$ cat config.mk
export PLATFORM = sky130hd
export DESIGN_NAME = sjdec_emit
export DESIGN_NICKNAME = d
export VERILOG_FILES = /design/src/hw/rtl/sjdec_pkg.sv /design/src/hw/rtl/sjdec_emit.sv
export SDC_FILE = /design/constraint.sdc
export NUM_CORES = 1
export LEC_CHECK = 0
export BUFFER_PORTS_ARGS = -buffer_cell sky130_fd_sc_hd__buf_2
export CAP_MARGIN = 20
export CELL_PAD_IN_SITES_DETAIL_PLACEMENT = 1
export CELL_PAD_IN_SITES_GLOBAL_PLACEMENT = 1
export CORE_MARGIN = 2
export CORE_UTILIZATION = 41
export CTS_BUF_LIST = sky130_fd_sc_hd__clkbuf_8
export DETAILED_ROUTE_END_ITERATION = 12
export HOLD_SLACK_MARGIN = 0.03
export PLACE_DENSITY_LB_ADDON = 0.1
export SKIP_LAST_GASP = 1
export SYNTH_ARGS = -nofsm -noshare
export SYNTH_HDL_FRONTEND = slang
export SYNTH_SLANG_ARGS = --single-unit
$ cat constraint.sdc
create_clock -name aclk -period 2.71 [get_ports aclk]
set_input_delay 0.4065 -clock aclk [delete_from_list [all_inputs] [get_ports aclk]]
set_output_delay 0.4065 -clock aclk [all_outputs]
set_load 0.03 [all_outputs]
$ cat src/hw/rtl/sjdec_pkg.sv
// ----------------------------------------------------------------------------
// sjdec_pkg
// Shared types and constants for the Shift-JIS to UTF-8 decoder unit.
// ----------------------------------------------------------------------------
package sjdec_pkg;

    localparam int TABLE_WORDS = 16384;
    localparam int ADDR_W      = $clog2(TABLE_WORDS);
    localparam int IDX_W       = 14;
    localparam int CODE_W      = 16;
    localparam int QDEPTH      = 4;
    localparam int QPTR_W      = $clog2(QDEPTH);
    localparam int QCNT_W      = $clog2(QDEPTH + 1);

    typedef enum logic [1:0] {
        ACT_WRITE  = 2'd0,
        ACT_DECODE = 2'd1,
        ACT_END    = 2'd2,
        ACT_NONE   = 2'd3
    } action_t;

    // lead nibbles and base rows of the double-byte regions
    localparam logic [3:0] LEAD_NIB_8 = 4'h8;
    localparam logic [3:0] LEAD_NIB_9 = 4'h9;
    localparam logic [3:0] LEAD_NIB_E = 4'hE;
    localparam logic [5:0] ROW_BASE_8 = 6'h01;
    localparam logic [5:0] ROW_BASE_9 = 6'h11;
    localparam logic [5:0] ROW_BASE_E = 6'h21;

    typedef struct packed {
        logic              valid;
        logic [CODE_W-1:0] code;
    } sjdec_code_t;

endpackage

$ cat src/hw/rtl/sjdec_emit.sv
// ----------------------------------------------------------------------------
// sjdec_emit
// Expands each code point into one to three UTF-8 bytes on the result side.
// ----------------------------------------------------------------------------
module sjdec_emit (
    input  logic                          aclk,
    input  logic                          aresetn,
    input  logic                          q_not_empty,
    input  logic [sjdec_pkg::CODE_W-1:0]  q_head,
    output logic                          q_pop,
    output logic                          out_valid,
    input  logic                          out_ready,
    output logic [7:0]                    out_byte,
    output logic                          out_last
);

    logic        out_valid_reg, out_valid_next;
    logic [7:0]  out_byte_reg, out_byte_next;
    logic        out_last_reg, out_last_next;
    logic [15:0] pend_reg, pend_next;
    logic [1:0]  rem_reg, rem_next;

    logic [7:0]  b0, b1, b2;
    logic [1:0]  n_rem;
    logic        take;
    logic        shift;

    always_comb begin
        b1 = {2'b10, q_head[5:0]};
        b2 = 8'd0;
        if (q_head < 16'h0080) begin
            b0    = q_head[7:0];
            n_rem = 2'd0;
        end else if (q_head < 16'h0800) begin
            b0    = {3'b110, q_head[10:6]};
            n_rem = 2'd1;
        end else begin
            b0    = {4'b1110, q_head[15:12]};
            b1    = {2'b10, q_head[11:6]};
            b2    = {2'b10, q_head[5:0]};
            n_rem = 2'd2;
        end
    end

    assign shift = out_valid_reg && out_ready && (rem_reg != 2'd0);
    assign take  = (!out_valid_reg || (out_ready && rem_reg == 2'd0)) && q_not_empty;
    assign q_pop = take;

    always_comb begin
        out_valid_next = out_valid_reg;
        out_byte_next  = out_byte_reg;
        out_last_next  = out_last_reg;
        pend_next      = pend_reg;
        rem_next       = rem_reg;
        if (shift) begin
            out_byte_next = pend_reg[15:8];
            out_last_next = (rem_reg == 2'd1);
            pend_next     = {pend_reg[7:0], 8'd0};
            rem_next      = rem_reg - 2'd1;
        end else if (take) begin
            out_valid_next = 1'b1;
            out_byte_next  = b0;
            out_last_next  = (n_rem == 2'd0);
            pend_next      = {b1, b2};
            rem_next       = n_rem;
        end else if (out_valid_reg && out_ready) begin
            out_valid_next = 1'b0;
        end
    end

    always_ff @(posedge aclk) begin
        out_byte_reg <= out_byte_next;
        out_last_reg <= out_last_next;
        pend_reg     <= pend_next;
    end

    always_ff @(posedge aclk) begin
        if (!aresetn) begin
            out_valid_reg <= 1'b0;
            rem_reg       <= 2'd0;
        end else begin
            out_valid_reg <= out_valid_next;
            rem_reg       <= rem_next;
        end
    end

    assign out_valid = out_valid_reg;
    assign out_byte  = out_byte_reg;
    assign out_last  = out_last_reg;

endmodule

==> metrics <==
vias in the first global route 1076; crit start category register; final instance area 1500 µm²; syn_area_per_cell 10.1 µm²; clk root buf clkbuf_8; Netlist cell types 31; post-synthesis sequential area ratio 53.5%; first-pass GRT wire length 5.20 mm; maxcap violations 0; vias 1038; Residual DRC 0; Max Clk Rate 0.455 GHz; TNS Setup 0 ns; Post-Syn Instances 126; sw frac 26.6%; fraction of the cycle the final worst path needs 81.1%; post_cts resized 0; layout cells sized above 1 29.3%; diode count 0; critical path class register to output port; largest net degree at the start of global routing 18; synthesis-to-layout area growth 18.2%; Clock transition at path regs 0.08 ns; Die X 59.7 µm; Longest Clk Path Bufs 2; Post-DP HPWL 2.28 mm; Synth async-reset ratio 0%; GPL Wtd Cong 0.764; Routed wire per std cell 16.2 µm; GRT Total Usage 19.6%; Static Leak 0.618 nW; Netlist Area Pre-Place 1270 µm²; hold-critical path depth 2; synth warn 0; die span in y 59.7 µm; Worst Path Required 2.30 ns; status complete, no violations; Critical R2R Capture pend_reg[8]; H-Tree Depth 1; drt first pass iters 4; power share of the clock group 26.3%; Layout Utilization 50.0%; CTS tree done; Worst-Margin Slew 0.608 ns; Port Buffer Count 30; CP Capture Type output port; final hold vios 0; power per cell area 557 nW/µm²; RSZ-0062 raised after global routing no; FF-to-FF setup slack 0.83 ns; Cells after DPL 186; clock latency at the later pin of the worst-skew pair 0.27 ns; Cell Int Power 0.615 mW; Final setup viols 0; Crit Reg-Reg Startpoint rem_reg[0]; row count 20; die area 3560 µm²; final max-slew violation count 0; Pwr Total 0.837 mW; cts bufs inserted 3; Hold Crit Endpoint rem_reg[1]; post-CTS setup buffers 0; Detailed Route WL 3.09 mm; pre-CTS setup slack 0.700 ns; Hold Crit Class input port to register; hold_buf cts 0; Main synth FF type edfxtp_1; clk sinks 26; Slew HR 59.4%; worst vdd ir 0.245 mV; Ports 31; max reg flops 14; vias per cell 5.46; Fin Hold WS 0.371 ns; Initial Util 42.3%; critical path peak fanout 12; Period minus WS final 2.20 ns; Final nets 180; Final WS setup 0.511 ns; part of the power in combinational logic 17.0%; antenna viol nets, final 0; initial antenna violation count 0; Hold Crit Start aresetn; Arrival @ worst endpoint 1.79 ns; switching power 0.223 mW; sequential power share 56.8%; Cell Count, Final, Fillers Out 190; Syn Nets 148; Core Region 3000 µm²; Layout Skew 0.00743 ns; R2R depth 7; DR iter-0 viols 30; dpl cell area 1460 µm²; EDFF count, synth 16; overflow left after global routing 0; flop and latch count out of synthesis 26
[placed cells by master, fill, tap and decap left out, drive strengths merged]
master | synthesis | final
o221a | 4 | 4
o31ai | 3 | 3
nor2 | 12 | 12
a21oi | 5 | 5
or4 | 1 | 1
nand3 | 12 | 12
nand2b | 2 | 2
and3b | 1 | 1
o21ai | 10 | 10
a211oi | 1 | 1
clkbuf | 5 | 3
ha | 2 | 2
nand3b | 1 | 1
edfxtp | 16 | 16
inv | 5 | 6
nor3 | 2 | 2
or2 | 1 | 1
mux2i | 4 | 4
o21a | 4 | 4
a31oi | 1 | 1
o32ai | 1 | 1
dfxtp | 10 | 10
nand2 | 17 | 17
a21boi | 1 | 1
buf | 3 | 35
nor4 | 1 | 1
a32oi | 1 | 1
[critical path, stage by stage (launching register included)]
cell and delay, ns:
dfxtp_1 0.36, inv_1 0.07, ha_1 0.21, a21boi_0 0.25
nand2b_1 0.18, inv_1 0.20, buf_2 0.25
[layout make-up]
| class | count | area, µm² |
|---|---|---|
| fillers | 353 | 1500 |
| flip-flops and latches | 26 | 681 |
| multi-input cells | 87 | 529 |
| repair buffers | 35 | 188 |
| clock buffers | 3 | 41.3 |
| well taps | 33 | 41.3 |
| inverters | 5 | 18.8 |
| clock inverters | 1 | 3.75 |
[logic make-up after synthesis]
logic type	synth area share (%)
AND/OR/NAND/NOR	19.6
AO/OA/AOI/OAI	16.9
flip-flops	53.5
buffers and inverters	4.82
multiplexers	3.15
adder cells (fa/ha/maj)	1.97
[metal layers]
metal | up-vias | track usage [%] | wire length (µm)
li1 | 520 | - | -
met1 | 491 | 27.3 | 1460
met2 | 23 | 31.5 | 1460
met3 | 4 | 2.81 | 124
met4 | 0 | 6.03 | 36
met5 | - | 0 | 0
[how the worst max path moves through the flow]
stage	from	endpoint	slack (ns)	depth (start not counted)
6_report	rem_reg[0]	q_pop	0.51	6
5_1_grt	rem_reg[0]	q_pop	0.37	6
4_1_cts	rem_reg[0]	q_pop	0.47	6
3_5_place_dp	q_head[14]	out_byte[0]	0.70	5
3_3_place_gp	q_head[14]	pend_reg[9]	0.75	6
2_1_floorplan	rem_reg[0]	out_byte[0]	0.63	7
[power groups by stage]
stage / registers (mW) / logic (mW) / clock network, mW
detailed placement: 0.484 / 0.144 / 0
floorplan: 0.501 / 0.0697 / 0
global placement: 0.483 / 0.140 / 0
global route: 0.479 / 0.159 / 0.235
CTS: 0.475 / 0.144 / 0.225
finish: 0.475 / 0.142 / 0.220
[synth_stat cells, drive strengths merged (3+ instances only)]
cell type   n  share of area, %
a21oi       5               2.0
buf         3               1.9
inv         5               1.5
nand2      17               5.0
nand3      12               4.7
o21a        4               2.4
o31ai       3               1.8
o221a       4               3.5
edfxtp     16                38
dfxtp      10                16
o21ai      10               4.2
nor2       12               3.5
mux2i       4               3.1
clkbuf      5               1.5
No activity file was read; power rests on OpenSTA's default activity.
