<file path="config.mk">
export PLATFORM = sky130hd
export DESIGN_NAME = sjdec_queue
export DESIGN_NICKNAME = d
export VERILOG_FILES = /design/src/hw/rtl/sjdec_pkg.sv /design/src/hw/rtl/sjdec_queue.sv
export SDC_FILE = /design/constraint.sdc
export NUM_CORES = 1
export LEC_CHECK = 0
export BUFFER_PORTS_ARGS = -buffer_cell sky130_fd_sc_hd__buf_2
export CORE_ASPECT_RATIO = 0.75
export CORE_MARGIN = 2
export CORE_UTILIZATION = 56
export DETAILED_ROUTE_END_ITERATION = 6
export PLACE_DENSITY_LB_ADDON = 0.1
export REMOVE_ABC_BUFFERS = 1
export SLEW_MARGIN = 20
export SYNTH_ARGS = -nofsm -noshare
export SYNTH_HDL_FRONTEND = slang
export SYNTH_SLANG_ARGS = --single-unit
</file>
<file path="constraint.sdc">
create_clock -name aclk -period 2.6 [get_ports aclk]
set_clock_uncertainty 0.15 [all_clocks]
set_input_delay 0.13 -clock aclk [delete_from_list [all_inputs] [get_ports aclk]]
set_output_delay 0.13 -clock aclk [all_outputs]
set_load 0.01 [all_outputs]
</file>
<file path="src/hw/rtl/sjdec_pkg.sv">
// ----------------------------------------------------------------------------
// sjdec_pkg
// Shared types and constants for the Shift-JIS to UTF-8 decoder unit.
// ----------------------------------------------------------------------------
package sjdec_pkg;

    localparam int TABLE_WORDS = 16384;
    localparam int ADDR_W      = $clog2(TABLE_WORDS);
    localparam int IDX_W       = 14;
    localparam int CODE_W      = 16;
    localparam int QDEPTH      = 4;
    localparam int QPTR_W      = $clog2(QDEPTH);
    localparam int QCNT_W      = $clog2(QDEPTH + 1);

    typedef enum logic [1:0] {
        ACT_WRITE  = 2'd0,
        ACT_DECODE = 2'd1,
        ACT_END    = 2'd2,
        ACT_NONE   = 2'd3
    } action_t;

    // lead nibbles and base rows of the double-byte regions
    localparam logic [3:0] LEAD_NIB_8 = 4'h8;
    localparam logic [3:0] LEAD_NIB_9 = 4'h9;
    localparam logic [3:0] LEAD_NIB_E = 4'hE;
    localparam logic [5:0] ROW_BASE_8 = 6'h01;
    localparam logic [5:0] ROW_BASE_9 = 6'h11;
    localparam logic [5:0] ROW_BASE_E = 6'h21;

    typedef struct packed {
        logic              valid;
        logic [CODE_W-1:0] code;
    } sjdec_code_t;

endpackage

</file>
<file path="src/hw/rtl/sjdec_queue.sv">
// ----------------------------------------------------------------------------
// sjdec_queue
// Short queue of looked-up code points between front and emitter.
// ----------------------------------------------------------------------------
module sjdec_queue (
    input  logic                          aclk,
    input  logic                          aresetn,
    input  sjdec_pkg::sjdec_code_t        push,
    input  logic                          pop,
    output logic                          not_empty,
    output logic [sjdec_pkg::CODE_W-1:0]  head,
    output logic [sjdec_pkg::QCNT_W-1:0]  count
);

    logic [sjdec_pkg::CODE_W-1:0] entry_reg [0:sjdec_pkg::QDEPTH-1];
    logic [sjdec_pkg::QPTR_W-1:0] wr_ptr_reg, wr_ptr_next;
    logic [sjdec_pkg::QPTR_W-1:0] rd_ptr_reg, rd_ptr_next;
    logic [sjdec_pkg::QCNT_W-1:0] count_reg, count_next;
    logic                         do_pop;

    assign not_empty = (count_reg != '0);
    assign head      = entry_reg[rd_ptr_reg];
    assign count     = count_reg;
    assign do_pop    = pop && not_empty;

    always_comb begin
        wr_ptr_next = wr_ptr_reg;
        rd_ptr_next = rd_ptr_reg;
        count_next  = count_reg;
        if (push.valid) begin
            wr_ptr_next = wr_ptr_reg + 1'b1;
        end
        if (do_pop) begin
            rd_ptr_next = rd_ptr_reg + 1'b1;
        end
        case ({push.valid, do_pop})
            2'b10:   count_next = count_reg + 1'b1;
            2'b01:   count_next = count_reg - 1'b1;
            default: count_next = count_reg;
        endcase
    end

    always_ff @(posedge aclk) begin
        if (push.valid) begin
            entry_reg[wr_ptr_reg] <= push.code;
        end
    end

    always_ff @(posedge aclk) begin
        if (!aresetn) begin
            wr_ptr_reg <= '0;
            rd_ptr_reg <= '0;
            count_reg  <= '0;
        end else begin
            wr_ptr_reg <= wr_ptr_next;
            rd_ptr_reg <= rd_ptr_next;
            count_reg  <= count_next;
        end
    end

endmodule

</file>
==> impl_results.md, run 1 <==
* Clk sink count at 73
* CTS buffer count at 9
* Clock power frac at 0.344
* Net count, final at 224
* Largest register FFs at 64
* Post-CTS resize count at 0
* Post-synthesis compound-gate area fraction at 0.0125
* Total number of vias at 1,386
* WL final at 4420 microns
* Worst VDD drop at 0.000446 V
* Cell Int Power at 2.35 mW
* Crit end category: flip-flop
* Place WS at 0.403 ns
* Area Growth Syn to Fin at 24.6%
* Number of global-route vias before repair at 1,450
* Clock Latency Late Sink at 0.33 ns
* Setup WS post-layout at 0.396 ns
* Global route overflow at 0
* NetSw at 0.739 mW
* First-pass GRT wire length at 6960 microns
* GRT Total Usage at 0.179
* Remaining antenna violation count at 0
* XOR/XNOR share of the synthesized area at 0.0156
* Hold buffers post-CTS at 17
* Sequential power share at 0.458
* Dpl hpwl at 2720 microns
* Pwr Density at 884 nW/um^2
* Sw Share at 0.239
* Avg Cell Area, Syn at 21.6 sq um
* Leading cell type by number of instances after synthesis: edfxtp_1
* Initial DRT Pass Iterations at 6
* Dpl cell area at 3070 sq um
* MaxCap Viol Count at 0
* Synth area leaders: edfxtp_1, mux4_2, dfxtp_1
* Synth top area share at 0.685
* Mux cell area share after synthesis at 0.140
* Measured slew at the worst slew-check pin at 0.871 ns
* Final setup viols at 0
* Full die area at 5600 sq um
* Comb pwr share at 0.199
* Clock Pin Slew Worst Setup and Hold Paths at 0.08 ns
* Status: complete, but fails checks
* Main combinational cell family by area after synthesis: multiplexers
* CP Max Fanout at 6
* FP Rows at 22
* Clock Tree Root: clkbuf_8
* Storage cell area at 2100 sq um
* Initial core utilization at 0.576
* Fillers at 307
* Crit Path Class: reg -> reg
* Post-layout instance area at 3490 sq um
* Final GP Congestion at 0.801
* Initial DRC count at 78
* Pins over their slew limit at 0
* Remaining DRCs at 1
* Leakage at 1.26 nW
* I/O Buffers at 39
* Setup TNS at 0 ns
* CORE AREA at 4870 sq um
* Routed len/inst at 16.8 microns
* Final worst path period need at 2.20 ns
* CTS Buffer Depth at 2
* Synth warnings at 0
* Worst hold slack at 0.0252 ns
* Async SR Flop Fraction at 0
* Initial antenna violation count at 0
* Post-synth EDFFs at 64
* Area of the multi-input gates at 639 sq um
* Final Hold Fails at 0
* Synthesized cell area at 2810 sq um
* FF+latch count, synth at 73
* Top_reg_cell synth: edfxtp_1
* Simple-Gate Fraction of Synth Area at 0.0303
* Adder-cell area share of the yosys netlist at 0.0294
* RSZ-0062 raised after global routing: false
* Worst EP required at 2.70 ns
* Critical path arrival at 2.31 ns
* I/O pin cnt at 40
* Max-Slew Margin vs Limit at 0.419
* Post-synthesis sequential area ratio at 0.749
* H-tree Lvls at 3
* Max frequency at 454 MHz
* Via density at 5.27
* Fin crit share at 0.848
* Cell type with the largest total area after synthesis: edfxtp_1
* Post-synth top cells: edfxtp_1, mux4_2, dfxtp_1, and2_1
* Hold Path Class: in -> reg
* Setup Buffers After CTS at 0
* Die W at 85.7 microns
* Post-synthesis cell type count at 21
* Die Y at 65.3 microns
* Largest net degree at the start of global routing at 17
* Startpoint types: flip-flop
* Failing checks: DRC
* Synth Instances at 130
* # diodes at 0
* CTS tree: done
* Layout cell share with drive strength beyond 1 at 0.345
## per-stage QoR
step	total power, mW	util	instances
global placement	2.01	0.630	230
global route	3.23	0.717	263
finish	3.09	0.717	263
floorplan	1.81	-	126
detailed placement	2.04	0.630	230
CTS	3.12	0.717	263
## power groups by stage
| stage | registers (mW) | clock network (mW) | logic, mW |
|---|---|---|---|
| 2_1_floorplan | 1.47 | 0 | 0.337 |
| 6_report | 1.41 | 1.06 | 0.614 |
| 3_5_place_dp | 1.44 | 0 | 0.601 |
| 5_1_grt | 1.43 | 1.14 | 0.669 |
| 3_3_place_gp | 1.43 | 0 | 0.579 |
| 4_1_cts | 1.41 | 1.08 | 0.625 |
## routing by layer
layer  track usage  wire [microns]  vias up
met5             0               0        -
met2         0.300            2280       39
met3        0.0842             264       10
met1         0.194            1790      685
li1              -               -      652
met4        0.0873              85        0
## path summary, 6_finish.rpt
kind / from / endpoint / slack [ns] / cells after the start
hold / removal: push[16] / wr_ptr_reg[1]$_SDFFE_PN0P_ / 0.03 / 3
setup reg to reg: count[0]$_SDFFE_PN0P_ / count[2]$_SDFFE_PN0P_ / 0.40 / 7
hold reg to reg: rd_ptr_reg[0]$_SDFFE_PN0P_ / rd_ptr_reg[0]$_SDFFE_PN0P_ / 0.43 / 2
setup / recovery: count[0]$_SDFFE_PN0P_ / count[2]$_SDFFE_PN0P_ / 0.40 / 7
## worst max-delay path: stages (launching register included)
cell and delay (ns):
dfxtp_1 0.44, o31a_1 0.22, ha_1 0.20, inv_1 0.07, fa_1 0.38, xor2_1 0.16
or3_1 0.30, a21boi_0 0.20
## cell families (layout without fill, tap and decap cells)
logic type	count (synthesis)	after routing
XOR/XNOR	5	5
multiplexers	17	17
AND/OR/NAND/NOR	14	14
adder cells (fa/ha/maj)	6	6
AO/OA/AOI/OAI	5	5
buffers and inverters	10	83
flip-flops	73	73
## layout by cell type, fill, tap and decap left out
master	n
nand2_1	1
clkinvlp_4	1
a21boi_0	1
and2_1	8
edfxtp_1	64
dfxtp_1	9
clkbuf_8	10
o31a_1	1
dlygate4sd3_1	17
clkinv_4	2
buf_4	5
nor2b_1	3
ha_1	5
o311ai_1	1
mux4_1	6
or3_1	2
o21ai_0	2
inv_1	6
mux4_2	10
xor2_1	2
bufinv_16	3
xnor2_1	3
buf_2	39
fa_1	1
mux2i_1	1
## layout make-up
type | instances | share of cell area
Sequential cell | 73 | 0.602
Multi-Input combinational cell | 47 | 0.183
Timing Repair Buffer | 61 | 0.115
Clock buffer | 10 | 0.0394
Clock inverter | 6 | 0.0329
Tap cell | 60 | 0.0215
Inverter | 6 | 0.00644
Note: power is estimated with default switching activity, not from simulation.
==> inputs of run 2 (changes only) <==
Clock period 2.6 ns to 2.2 ns, I/O delays scaled along.
==> run 2 against run 1 <==
The flow still finishes with violations (DRC). Design area is 0.18% lower. Worst setup slack worse by 0.27 ns. Total power grew 16%. Global-route usage increased by 0.30 points. Sequential cell count unchanged. Count of clock-buffer cells in the layout stayed put. First-iteration DRC count grew 38%. Largest power group unchanged.
==> impl_results.md, run 2 (synthesis gave the netlist of run 1 again) <==
* Status: complete, but fails checks
* Failing checks: DRC
* Setup WS post-layout at 0.123 ns
* Remaining antenna violation count at 0
* Post-layout instance area at 3490 sq um
* Max-Slew Margin vs Limit at 0.423
* Remaining DRCs at 1
* Via density at 5.31
* H-tree Lvls at 3
* Layout cell share with drive strength beyond 1 at 0.368
* Top Family by Delay on Critical Path: adder cells
* Top layer in use: met4
* Worst VDD drop at 0.000647 V
* Crit-path max cell delay at 0.38 ns
* Crit end category: flip-flop
* Net count, final at 225
* Total number of vias at 1,401
* Most frequent cells in the layout: edfxtp_1, buf_2, dlygate4sd3_1
* Dpl hpwl at 2770 microns
* Measured slew at the worst slew-check pin at 0.865 ns
* Clk sink count at 73
* Die Y at 65.3 microns
* WL final at 4510 microns
* Startpoint types: flip-flop
* Initial DRC count at 108
* MaxCap Viol Count at 0
* Final Hold Fails at 0
* Commonest non-fill, non-tap cell in the layout: edfxtp_1
* Crit Path Class: reg -> reg
* GRT Total Usage at 0.182
* Full die area at 5600 sq um
* Met3 wire length at 239 microns
* # diodes at 0
* Final GP Congestion at 0.803
* WL met2 at 2310 microns
* Leakage at 1.26 nW
* Area Growth Syn to Fin at 24.4%
* I/O Buffers at 39
* Pins over their slew limit at 0
* Global route overflow at 0
* Max frequency at 481 MHz
* Clock Latency Late Sink at 0.34 ns
* CP cell instances: o31a_1 -> ha_2 -> inv_1 -> fa_1 -> xor2_1 -> or3_1 -> a21boi_1
* CP Max Fanout at 6
* Number of global-route vias before repair at 1,403
* Final worst path period need at 2.08 ns
* Metal-1 WL at 1900 microns
* Largest register FFs at 64
* Die W at 85.7 microns
* Initial antenna violation count at 0
* Clock Tree Root: clkbuf_8
* Dpl cell area at 3070 sq um
* Hold Path Class: in -> reg
* Clock Pin Slew Worst Setup and Hold Paths at 0.08 ns
* FP Rows at 22
* Place WS at 0.0136 ns
* Routed len/inst at 17.1 microns
* CTS tree: done
* CORE AREA at 4870 sq um
* First-pass GRT wire length at 7150 microns
* Fillers at 314
* Worst EP required at 2.31 ns
* Finished Core Util at 0.716
* Pwr Density at 1020 nW/um^2
* Largest net degree at the start of global routing at 17
* Fin crit share at 0.944
* Initial DRT Pass Iterations at 6
* I/O pin cnt at 40
* Final setup viols at 0
* Slowest CP cell: fa_1
* Initial core utilization at 0.576
* Buf/Inv on CP at 1
* Critical path arrival at 2.19 ns
* CTS buffer count at 9
* CTS Buffer Depth at 2
run 2: worst min-delay path, delay by kind of cell:
kind	cells	cell delay (ns)
xor gates and xnor gates	1	0.08
and+or+nand+nor	1	0.14
buffers and inverters	1	0.15
run 2: routing by layer:
metal,vias to the layer above,GRT usage
met3,7,0.0804
met1,701,0.218
met5,-,0
li1,658,-
met2,35,0.304
met4,0,0.0536
run 2: final timing paths:
| check | from | endpoint | slack (ns) | depth (start not counted) |
|---|---|---|---|---|
| max reg2reg | count[1]$_SDFFE_PN0P_ | count[2]$_SDFFE_PN0P_ | 0.12 | 7 |
| max | count[1]$_SDFFE_PN0P_ | count[2]$_SDFFE_PN0P_ | 0.12 | 7 |
| min | push[16] | wr_ptr_reg[0]$_SDFFE_PN0P_ | 0.03 | 3 |
| min reg2reg | count[2]$_SDFFE_PN0P_ | count[2]$_SDFFE_PN0P_ | 0.42 | 2 |
run 2: through the flow:
stage / instances / total power, mW / hold WS, ns / TNS (ns)
5_1_grt: 264 / 3.74 / 0.0273 / -0.000232
3_3_place_gp: 230 / 2.38 / 0.168 / 0
3_5_place_dp: 230 / 2.41 / 0.179 / 0
4_1_cts: 263 / 3.58 / 0.0159 / 0
2_1_floorplan: 126 / 2.14 / 0.0589 / 0
6_report: 264 / 3.57 / 0.0323 / 0
run 2: cell type report:
| cell class | count | area (sq um) | share of cell area |
|---|---|---|---|
| clock buffer | 10 | 138 | 0.0395 |
| clock inverter | 6 | 90.1 | 0.0258 |
| inverter | 6 | 22.5 | 0.00646 |
| multi-input combinational | 47 | 642 | 0.184 |
| sequential | 73 | 2110 | 0.605 |
| tap | 60 | 75.1 | 0.0215 |
| timing repair buffer | 62 | 410 | 0.118 |
run 2: what timing repair did:
item,in CTS,in global routing
hold buffers,17,0
gates resized for setup,1,6
setup buffers,0,1
pin swaps,0,1
hold endpoints to repair,73,0
setup endpoints to repair,1,1
run 2: power by group:
| part | internal (mW) | switching [mW] | total (mW) |
|---|---|---|---|
| logic | 0.394 | 0.350 | 0.744 |
| registers | 1.62 | 0.0635 | 1.68 |
| clock network | 0.673 | 0.472 | 1.14 |
==> inputs of run 3 (changes only) <==
Settings changed: HOLD_SLACK_MARGIN from default to 0.06.
==> run 3 against run 2 <==
The flow still finishes with violations (DRC). First-iteration DRC count is the same. Cell count up 0.38%. Via count is 0.57% higher. Sequential share of layout area shrank 0.17 points. Core utilization increased by 0.21 points. Design area grew 0.29%. Hold slack gained 0.047 ns. Routed wire length up 0.58%. Die area unchanged. Combinational power is essentially flat. Clock power barely moved. Largest cell class unchanged.
==> impl_results.md, run 3 (synthesis gave the netlist of run 1 again) <==
* Largest net degree at the start of global routing at 17
* CTS Buffer Depth at 2
* CORE AREA at 4870 sq um
* Remaining DRCs at 1
* Area of the multi-input gates at 642 sq um
* First-pass GRT wire length at 7190 microns
* # diodes at 0
* Largest register FFs at 64
* Number of global-route vias before repair at 1,422
* Total number of vias at 1,409
* H-tree Lvls at 3
* Max-Slew Margin vs Limit at 0.417
* GRT Total Usage at 0.183
* Die Y at 65.3 microns
* MaxCap Viol Count at 0
* Max frequency at 481 MHz
* Layout cell share with drive strength beyond 1 at 0.366
* Clk sink count at 73
* Measured slew at the worst slew-check pin at 0.875 ns
* Critical path arrival at 2.19 ns
* Fillers at 314
* Final Hold Fails at 0
* Final setup viols at 0
* Post-layout instance area at 3500 sq um
* Area Growth Syn to Fin at 24.7%
* Met1 Use GR at 0.218
* Crit-path max cell delay at 0.38 ns
* Leakage at 1.26 nW
* Die W at 85.7 microns
* Crit end category: flip-flop
* Slowest CP cell: fa_1
* Met3 Use GR at 0.0804
* Full die area at 5600 sq um
* Worst EP required at 2.31 ns
* Fin crit share at 0.944
* Initial core utilization at 0.576
* Commonest non-fill, non-tap cell in the layout: edfxtp_1
* I/O pin cnt at 40
* Failing checks: DRC
* Clock Tree Root: clkbuf_8
* GR peak layer: met2
* I/O Buffers at 39
* Finished Core Util at 0.718
* FP Rows at 22
* Startpoint types: flip-flop
* Worst hold slack at 0.0789 ns
* Final worst path period need at 2.08 ns
* WL final at 4540 microns
* Met2 usage at 0.307
* Crit Path Class: reg -> reg
* Dpl hpwl at 2770 microns
* Pins over their slew limit at 0
* Clock Latency Late Sink at 0.34 ns
* Dpl cell area at 3070 sq um
* Initial DRT Pass Iterations at 6
* CTS tree: done
* CTS buffer count at 9
* Hold Path Class: in -> reg
* CP cell instances: o31a_1 -> ha_2 -> inv_1 -> fa_1 -> xor2_1 -> or3_1 -> a21boi_1
* Initial DRC count at 108
* Initial antenna violation count at 0
* Routed len/inst at 17.1 microns
* Pwr Density at 1020 nW/um^2
* Storage cell area at 2110 sq um
* Most frequent cells in the layout: edfxtp_1, buf_2, dlygate4sd3_1
* Global route overflow at 0
* Net count, final at 226
* Remaining antenna violation count at 0
* Clock Pin Slew Worst Setup and Hold Paths at 0.08 ns
* Status: complete, but fails checks
* Via density at 5.32
* Worst VDD drop at 0.000648 V
* CP Max Fanout at 6
* Final GP Congestion at 0.803
run 3: changes by cell type in the layout (fill, tap and decap cells not counted), sizes merged:
cell,previous run,this run
dlygate4sd3,17,18
run 3: worst paths after layout:
check | cells past startpoint | to | start | slack, ns
worst min-delay path | 4 | flip-flop | pop | 0.08
worst max-delay path | 7 | count[2]$_SDFFE_PN0P_ | count[1]$_SDFFE_PN0P_ | 0.12
worst max register to register | 7 | count[2]$_SDFFE_PN0P_ | count[1]$_SDFFE_PN0P_ | 0.12
worst min register to register | 2 | count[2]$_SDFFE_PN0P_ | count[2]$_SDFFE_PN0P_ | 0.42
run 3: stage by stage:
stage | setup slack [ns] | power [mW] | cells | TNS, ns
3_5_place_dp | 0.0136 | 2.41 | 230 | 0
2_1_floorplan | 0.182 | 2.14 | 126 | 0
6_report | 0.123 | 3.58 | 265 | 0
5_1_grt | -0.000232 | 3.74 | 265 | -0.000232
3_3_place_gp | 0.220 | 2.38 | 230 | 0
4_1_cts | 0.0118 | 3.58 | 264 | 0
run 3: report_power, final:
group / switching [mW] / internal (mW)
logic: 0.351 / 0.395
clock network: 0.473 / 0.673
registers: 0.0638 / 1.62
run 3: routing by layer:
layer,vias to the layer above,routed length [microns]
met2,43,2320
li1,659,-
met3,7,267
met1,700,1890
met4,0,57
met5,-,0
run 3: layout make-up:
type / instances / area share
Sequential cell: 73 / 0.603
Multi-Input combinational cell: 47 / 0.183
Timing Repair Buffer: 63 / 0.120
Clock buffer: 10 / 0.0393
Clock inverter: 6 / 0.0258
Tap cell: 60 / 0.0215
Inverter: 6 / 0.00644
run 3: what timing repair did:
item                                   CTS  global route
endpoints found under the hold margin   73             0
setup endpoints to repair                1             1
buffers inserted                         0             1
gates resized for setup                  1             6
pin swaps                                0             1
hold buffers                            18             0
run 3: worst max-delay path, delay by kind of cell (launching register included):
kind                     cells  cell delay, ns
adder cells (fa/ha/maj)      2            0.58
flip-flops                   1            0.37
AO/OA/AOI/OAI                2            0.36
AND/OR/NAND/NOR              1            0.31
XOR/XNOR                     1            0.17
buffers and inverters        1            0.06
